### src/sv/ttd_pkg.sv
// ============================================================================
// ttd_pkg: shared types and constants for the tag-tree decoder
// Command and status codes, sequencer states, geometry status bundle.
// ============================================================================
package ttd_pkg;

    localparam int DEF_MAX_COLS   = 32;
    localparam int DEF_MAX_ROWS   = 32;
    localparam int DEF_VALUE_BITS = 16;

    localparam int CMD_W       = 2;
    localparam int LEAF_W      = 5;
    localparam int STATUS_W    = 2;
    localparam int OUT_VALUE_W = 16;
    localparam int CFG_IDX_W   = 1;
    localparam int CFG_DATA_W  = 6;

    // Tree levels the address tables hold
    localparam int LEVEL_SLOTS = 8;
    localparam int LVL_W       = 3;

    localparam logic [CFG_IDX_W-1:0] CFG_GRID_WIDTH  = 1'b0;
    localparam logic [CFG_IDX_W-1:0] CFG_GRID_HEIGHT = 1'b1;

    typedef enum logic [CMD_W-1:0] {
        CMD_CLEAR = 2'd0,
        CMD_START = 2'd1,
        CMD_BIT   = 2'd2
    } cmd_t;

    typedef enum logic [STATUS_W-1:0] {
        ST_NEED    = 2'd0,
        ST_READY   = 2'd1,
        ST_CLEARED = 2'd2,
        ST_IGNORED = 2'd3
    } status_t;

    typedef enum logic [2:0] {
        S_CLEAR,
        S_GEOM,
        S_IDLE,
        S_ADDR,
        S_READ,
        S_EVAL,
        S_EMIT
    } state_t;

    typedef struct packed {
        logic             busy;
        logic [LVL_W-1:0] top_level;
    } geom_stat_t;

endpackage

### src/sv/ttd_geom.sv
// ============================================================================
// ttd_geom: grid geometry and node addressing
// Holds the grid size registers, sweeps the per-level width and base offset
// tables one level per cycle, and forms the node address for a level.
// ============================================================================
module ttd_geom #(
    parameter int MAX_COLS = ttd_pkg::DEF_MAX_COLS,
    parameter int MAX_ROWS = ttd_pkg::DEF_MAX_ROWS,
    parameter int ADDR_W   = 12
) (
    input  logic                           clk,
    input  logic                           rst_n,
    input  logic                           cfg_write,
    input  logic [ttd_pkg::CFG_IDX_W-1:0]  cfg_index,
    input  logic [ttd_pkg::CFG_DATA_W-1:0] cfg_data,
    input  logic                           sweep_start,
    input  logic [ttd_pkg::LVL_W-1:0]      level,
    input  logic [ttd_pkg::LEAF_W-1:0]     target_row,
    input  logic [ttd_pkg::LEAF_W-1:0]     target_col,
    output logic [$clog2(MAX_COLS+1)-1:0]  grid_w,
    output logic [$clog2(MAX_ROWS+1)-1:0]  grid_h,
    output ttd_pkg::geom_stat_t            geom_stat,
    output logic [ADDR_W-1:0]              node_addr
);
    import ttd_pkg::*;

    localparam int GW_W   = $clog2(MAX_COLS + 1);
    localparam int GH_W   = $clog2(MAX_ROWS + 1);
    localparam int PROD_W = GW_W + GH_W;
    localparam int SWW    = GW_W + LEVEL_SLOTS;
    localparam int SHW    = GH_W + LEVEL_SLOTS;
    localparam int RP_W   = LEAF_W + GW_W;

    logic [GW_W-1:0]   gw_reg;
    logic [GH_W-1:0]   gh_reg;
    logic              busy_reg;
    logic [LVL_W-1:0]  k_reg;
    logic [LVL_W-1:0]  top_reg;
    logic [GW_W-1:0]   lw_reg  [LEVEL_SLOTS];
    logic [ADDR_W-1:0] off_reg [LEVEL_SLOTS];

    logic [SWW-1:0]    wk_wide;
    logic [SHW-1:0]    hk_wide;
    logic [GW_W-1:0]   wk;
    logic [GH_W-1:0]   hk;
    logic [PROD_W-1:0] area;
    logic [LEAF_W-1:0] row_sh;
    logic [LEAF_W-1:0] col_sh;
    logic [RP_W-1:0]   row_prod;

    // 0 reads as 1, anything above the limit as the limit
    function automatic logic [GW_W-1:0] clamp_w(input logic [CFG_DATA_W-1:0] v);
        logic [GW_W-1:0] r;
        if (v == '0)
            r = GW_W'(1);
        else if (32'(v) > MAX_COLS)
            r = GW_W'(MAX_COLS);
        else
            r = GW_W'(v);
        return r;
    endfunction

    function automatic logic [GH_W-1:0] clamp_h(input logic [CFG_DATA_W-1:0] v);
        logic [GH_W-1:0] r;
        if (v == '0)
            r = GH_W'(1);
        else if (32'(v) > MAX_ROWS)
            r = GH_W'(MAX_ROWS);
        else
            r = GH_W'(v);
        return r;
    endfunction

    // ceil(size / 2^k) for the level under sweep
    assign wk_wide = (SWW'(gw_reg) + ((SWW'(1) << k_reg) - SWW'(1))) >> k_reg;
    assign hk_wide = (SHW'(gh_reg) + ((SHW'(1) << k_reg) - SHW'(1))) >> k_reg;
    assign wk      = GW_W'(wk_wide);
    assign hk      = GH_W'(hk_wide);
    assign area    = PROD_W'(wk) * PROD_W'(hk);

    always_ff @(posedge clk or negedge rst_n)
    begin
        if (!rst_n)
        begin
            gw_reg   <= GW_W'(1);
            gh_reg   <= GH_W'(1);
            busy_reg <= 1'b0;
            k_reg    <= '0;
            top_reg  <= '0;
        end
        else
        begin
            if (cfg_write)
            begin
                case (cfg_index)
                    CFG_GRID_WIDTH:  gw_reg <= clamp_w(cfg_data);
                    CFG_GRID_HEIGHT: gh_reg <= clamp_h(cfg_data);
                    default: ;
                endcase
            end
            if (sweep_start)
            begin
                busy_reg <= 1'b1;
                k_reg    <= '0;
                top_reg  <= '0;
            end
            else if (busy_reg)
            begin
                k_reg <= k_reg + LVL_W'(1);
                if (k_reg == LVL_W'(LEVEL_SLOTS - 1))
                begin
                    busy_reg <= 1'b0;
                end
                else if (wk > GW_W'(1) || hk > GH_W'(1))
                begin
                    top_reg <= k_reg + LVL_W'(1);
                end
            end
        end
    end

    always_ff @(posedge clk)
    begin
        if (sweep_start)
        begin
            off_reg[0] <= '0;
        end
        else if (busy_reg)
        begin
            lw_reg[k_reg] <= wk;
            if (k_reg != LVL_W'(LEVEL_SLOTS - 1))
            begin
                off_reg[k_reg + LVL_W'(1)] <= off_reg[k_reg] + ADDR_W'(area);
            end
        end
    end

    assign row_sh   = target_row >> level;
    assign col_sh   = target_col >> level;
    assign row_prod = RP_W'(row_sh) * RP_W'(lw_reg[level]);
    assign node_addr = off_reg[level] + ADDR_W'(row_prod) + ADDR_W'(col_sh);

    assign grid_w              = gw_reg;
    assign grid_h              = gh_reg;
    assign geom_stat.busy      = busy_reg;
    assign geom_stat.top_level = top_reg;

endmodule
### config.mk
export PLATFORM = sky130hd
export DESIGN_NAME = ttd_geom
export DESIGN_NICKNAME = d
export VERILOG_FILES = /design/src/sv/ttd_pkg.sv /design/src/sv/ttd_geom.sv
export SDC_FILE = /design/constraint.sdc
export NUM_CORES = 1
export LEC_CHECK = 0
export BUFFER_PORTS_ARGS = -buffer_cell sky130_fd_sc_hd__buf_2
export CORE_MARGIN = 1.5
export CORE_UTILIZATION = 50
export DETAILED_ROUTE_END_ITERATION = 8
export MAX_ROUTING_LAYER = met4
export PLACE_DENSITY = 0.76
export SYNTH_ARGS = -nofsm -noshare
export SYNTH_HDL_FRONTEND = slang
export SYNTH_SLANG_ARGS = --single-unit
export TNS_END_PERCENT = 20
### constraint.sdc
create_clock -name clk -period 15 [get_ports clk]
set_input_delay 0.75 -clock clk [delete_from_list [all_inputs] [get_ports clk]]
set_output_delay 0.75 -clock clk [all_outputs]
set_load 0.02 [all_outputs]
==> flow_summary.ini <==
[die]
dieArea_mm2 = 0.0249
die_height_um = 158
initial_standard_cell_utilization_of_the_core = 0.510
placementRows = 56
core-area_mm2 = 0.0235
die_x_um = 158
boundaryPins = 52

[sta]
max_slew.worst_pin.slew_ns = 1.09
grt_setup_unrepaired = no
timing.final.hold_violations = 0
finalClockSkew_ns = 0.0150
max-slew-margin-rel = 0.266
post-route-min-period_ns = 9.76
drv_slew = 0
setup_failing_eps_final = 0
min_period_over_period = 0.651
totalNegativeSetupSlack_ns = 0
fmax_mhz = 102
hold_ws_ns = 0.235

[drt]
routed-via-count = 8652
iteration_0_drc_markers = 869
detail_route.first_pass.iterations = 7
wire_per_inst_um = 20.1
post_route_drc = 0
route.antenna.remaining_nets = 0
drt_wl_total_um = 28800
route.detailed.vias_per_inst = 6.03

[power_and_ir_drop]
power.leakage_nw = 5.39
cell_internal_pwr_w = 0.00185
power_frac_comb = 0.581
netSwitchingFraction = 0.441
p_switching_w = 0.00146
vdd_drop_max_mv = 0.321
seq_power_share = 0.287
power_density_mw_per_mm2 = 251
clkPwrFrac = 0.133

[logic_synthesis]
ys_top_cells_by_count = sky130_fd_sc_hd__edfxtp_1, sky130_fd_sc_hd__nand2_1, sky130_fd_sc_hd__inv_1
synth_edf_count = 144
synthesis.instances = 1072
synthArstFlopShare = 0.117
synth.yosys.seq_area_share = 0.401
synth_top_area_cell = sky130_fd_sc_hd__edfxtp_1
synth.avg_cell_area_um2 = 11.2
post-synth-top-count-cell = sky130_fd_sc_hd__edfxtp_1
postSynthNetCount = 1222
synth_top_cells_by_area = sky130_fd_sc_hd__edfxtp_1, sky130_fd_sc_hd__mux4_2, sky130_fd_sc_hd__fa_1, sky130_fd_sc_hd__ha_1, sky130_fd_sc_hd__nand2_1
synth_top_area_frac = 0.361
synth_flop_cell = sky130_fd_sc_hd__edfxtp_1
synthesis.yosys.warnings = 0
synthDistinctLibCells = 75
synth-seq-cells = 163
syn_area_mm2 = 0.0120

[clocking]
cts_hold_buffers = 0
tritoncts = yes
root_buffer = sky130_fd_sc_hd__clkbuf_16
clock_insertion_delay_worst_skew_ns = 0.45
cts_setup_buffers = 0
clock_pin_slew_reported_for_the_worst_setup_and_hold_paths_after_clock_tree_synthesis_ns = 0.08
post_cts_resized = 0
cts_inserted_buffers = 17
numClockSinks = 163
cts_buffer_depth = 2
depth_of_the_cts_h_tree = 4

[placed_design]
gp_routability_congestion = 0.953
post-place-cells = 1404
place.detailed.hpwl_um = 20100
place.port_buffers = 51

[global_route]
first_pass_grt_wire_length_um = 45900
global_route.usage.total = 0.253
vias_in_the_first_global_route = 8719
grt.overflow.total = 0
grt_start_max_net_pins = 58
antenna_found_initial = 0

[worst_setup_path]
crit_path_slowest_cell = sky130_fd_sc_hd__inv_1
critical_path_required_ns = 15.14
critical_path_class = reg -> reg
library_cell_appearing_most_often_on_the_critical_path = sky130_fd_sc_hd__inv_1
critical_path.max_stage_delay_ns = 0.68
timing.critical_path.fanout_max = 21
setup.worst_path.start_class = register
worstSetupEndpointType = register
arrival_time_worst_endpoint_ns = 9.90

[layout]
regArea_mm2 = 0.00480
diodes = 0
stdcell_count = 1436
multi_input_area_mm2 = 0.00658
largest_reg_flops = 96
final_nets = 1254
area.growth.synth_to_final_pct = 9.68
layout-drive-gt1-share = 0.168
filler_cell_count = 1933

[min_path]
timing.hold.worst.class = in -> async

[status]
outcome = finished clean

[flow_run]
maxCapViolCount = 0
-- layout by cell type, fill, tap and decap left out, drive strengths merged, types with 11 or more instances in the layout --
cell type  count
edfxtp       144
nand2        129
inv          116
nor2          80
ha            75
buf           63
fa            51
mux4          48
o21ai         38
a21oi         37
mux2i         26
xnor2         24
nand2b        18
mux2          18
clkbuf        17
dfrtp         17
nand3         15
nor2b         15
nor3          15
or3           14
a21o          12
o221ai        11
-- worst max-delay path, delay by kind of cell, from the launching register on --
kind / cells / cell delay, ns
AOI/OAI and AO/OA: 10 / 2.51
xor gates and xnor gates: 1 / 0.13
adders and majority gates: 8 / 3.58
buffers and inverters: 5 / 1.18
DFF: 1 / 0.38
and+or+nand+nor: 8 / 1.67
-- layer usage --
layer  GRT usage  vias to the layer above  part of all wire
met5           -                        -                 0
met4      0.0831                        0             0.022
met3      0.0430                       51             0.072
met2       0.411                      367              0.49
met1       0.324                     4295              0.41
li1            -                     3939                 -
-- per-stage QoR --
stage	worst slack, ns	utilization	power, W	cell area (um2)
finish	5.24	0.560	0.00330	13100
global route	4.61	0.560	0.00360	13100
CTS	5.46	0.560	0.00331	13100
detailed placement	5.53	0.534	0.00285	12500
global placement	5.80	0.534	0.00279	12500
floorplan	6.15	-	0.00238	12000
-- cells by family after synthesis --
family	Yosys count	synth area share
and+or+nand+nor	325	0.129
AOI/OAI and AO/OA	175	0.101
DFF	163	0.401
buffers and inverters	158	0.0509
adders and majority gates	126	0.164
muxes	92	0.130
xor gates and xnor gates	33	0.0248
-- area by class of cell --
type / instances / share of cell area
clock buffers: 17 / 0.0324
clock inverters: 15 / 0.0134
inverters: 108 / 0.0309
multi-input cells: 751 / 0.501
flip-flops and latches: 163 / 0.366
well taps: 319 / 0.0304
repair buffers: 63 / 0.0263
-- final timing paths --
path	from	endpoint	slack [ns]	cells after the start
max	k_reg[1]	off_reg[7][11]	5.24	32
max in group asynchronous	rst_n	k_reg[0]	14.43	1
max reg2reg	k_reg[1]	off_reg[7][11]	5.24	32
min reg2reg	grid_w[0]	grid_w[0]	0.49	2
min in group clk	grid_w[0]	grid_w[0]	0.49	2
min	rst_n	grid_h[5]	0.23	1
-- power groups by stage --
stage | Sequential (W) | Clock, W | Combinational (W)
final | 0.000947 | 0.000438 | 0.00192
after global routing | 0.000957 | 0.000460 | 0.00219
after CTS | 0.000946 | 0.000441 | 0.00192
after detailed placement | 0.000955 | 0 | 0.00189
after global placement | 0.000949 | 0 | 0.00184
after floorplan | 0.000942 | 0 | 0.00144
Power figures use the tool's default switching activity.
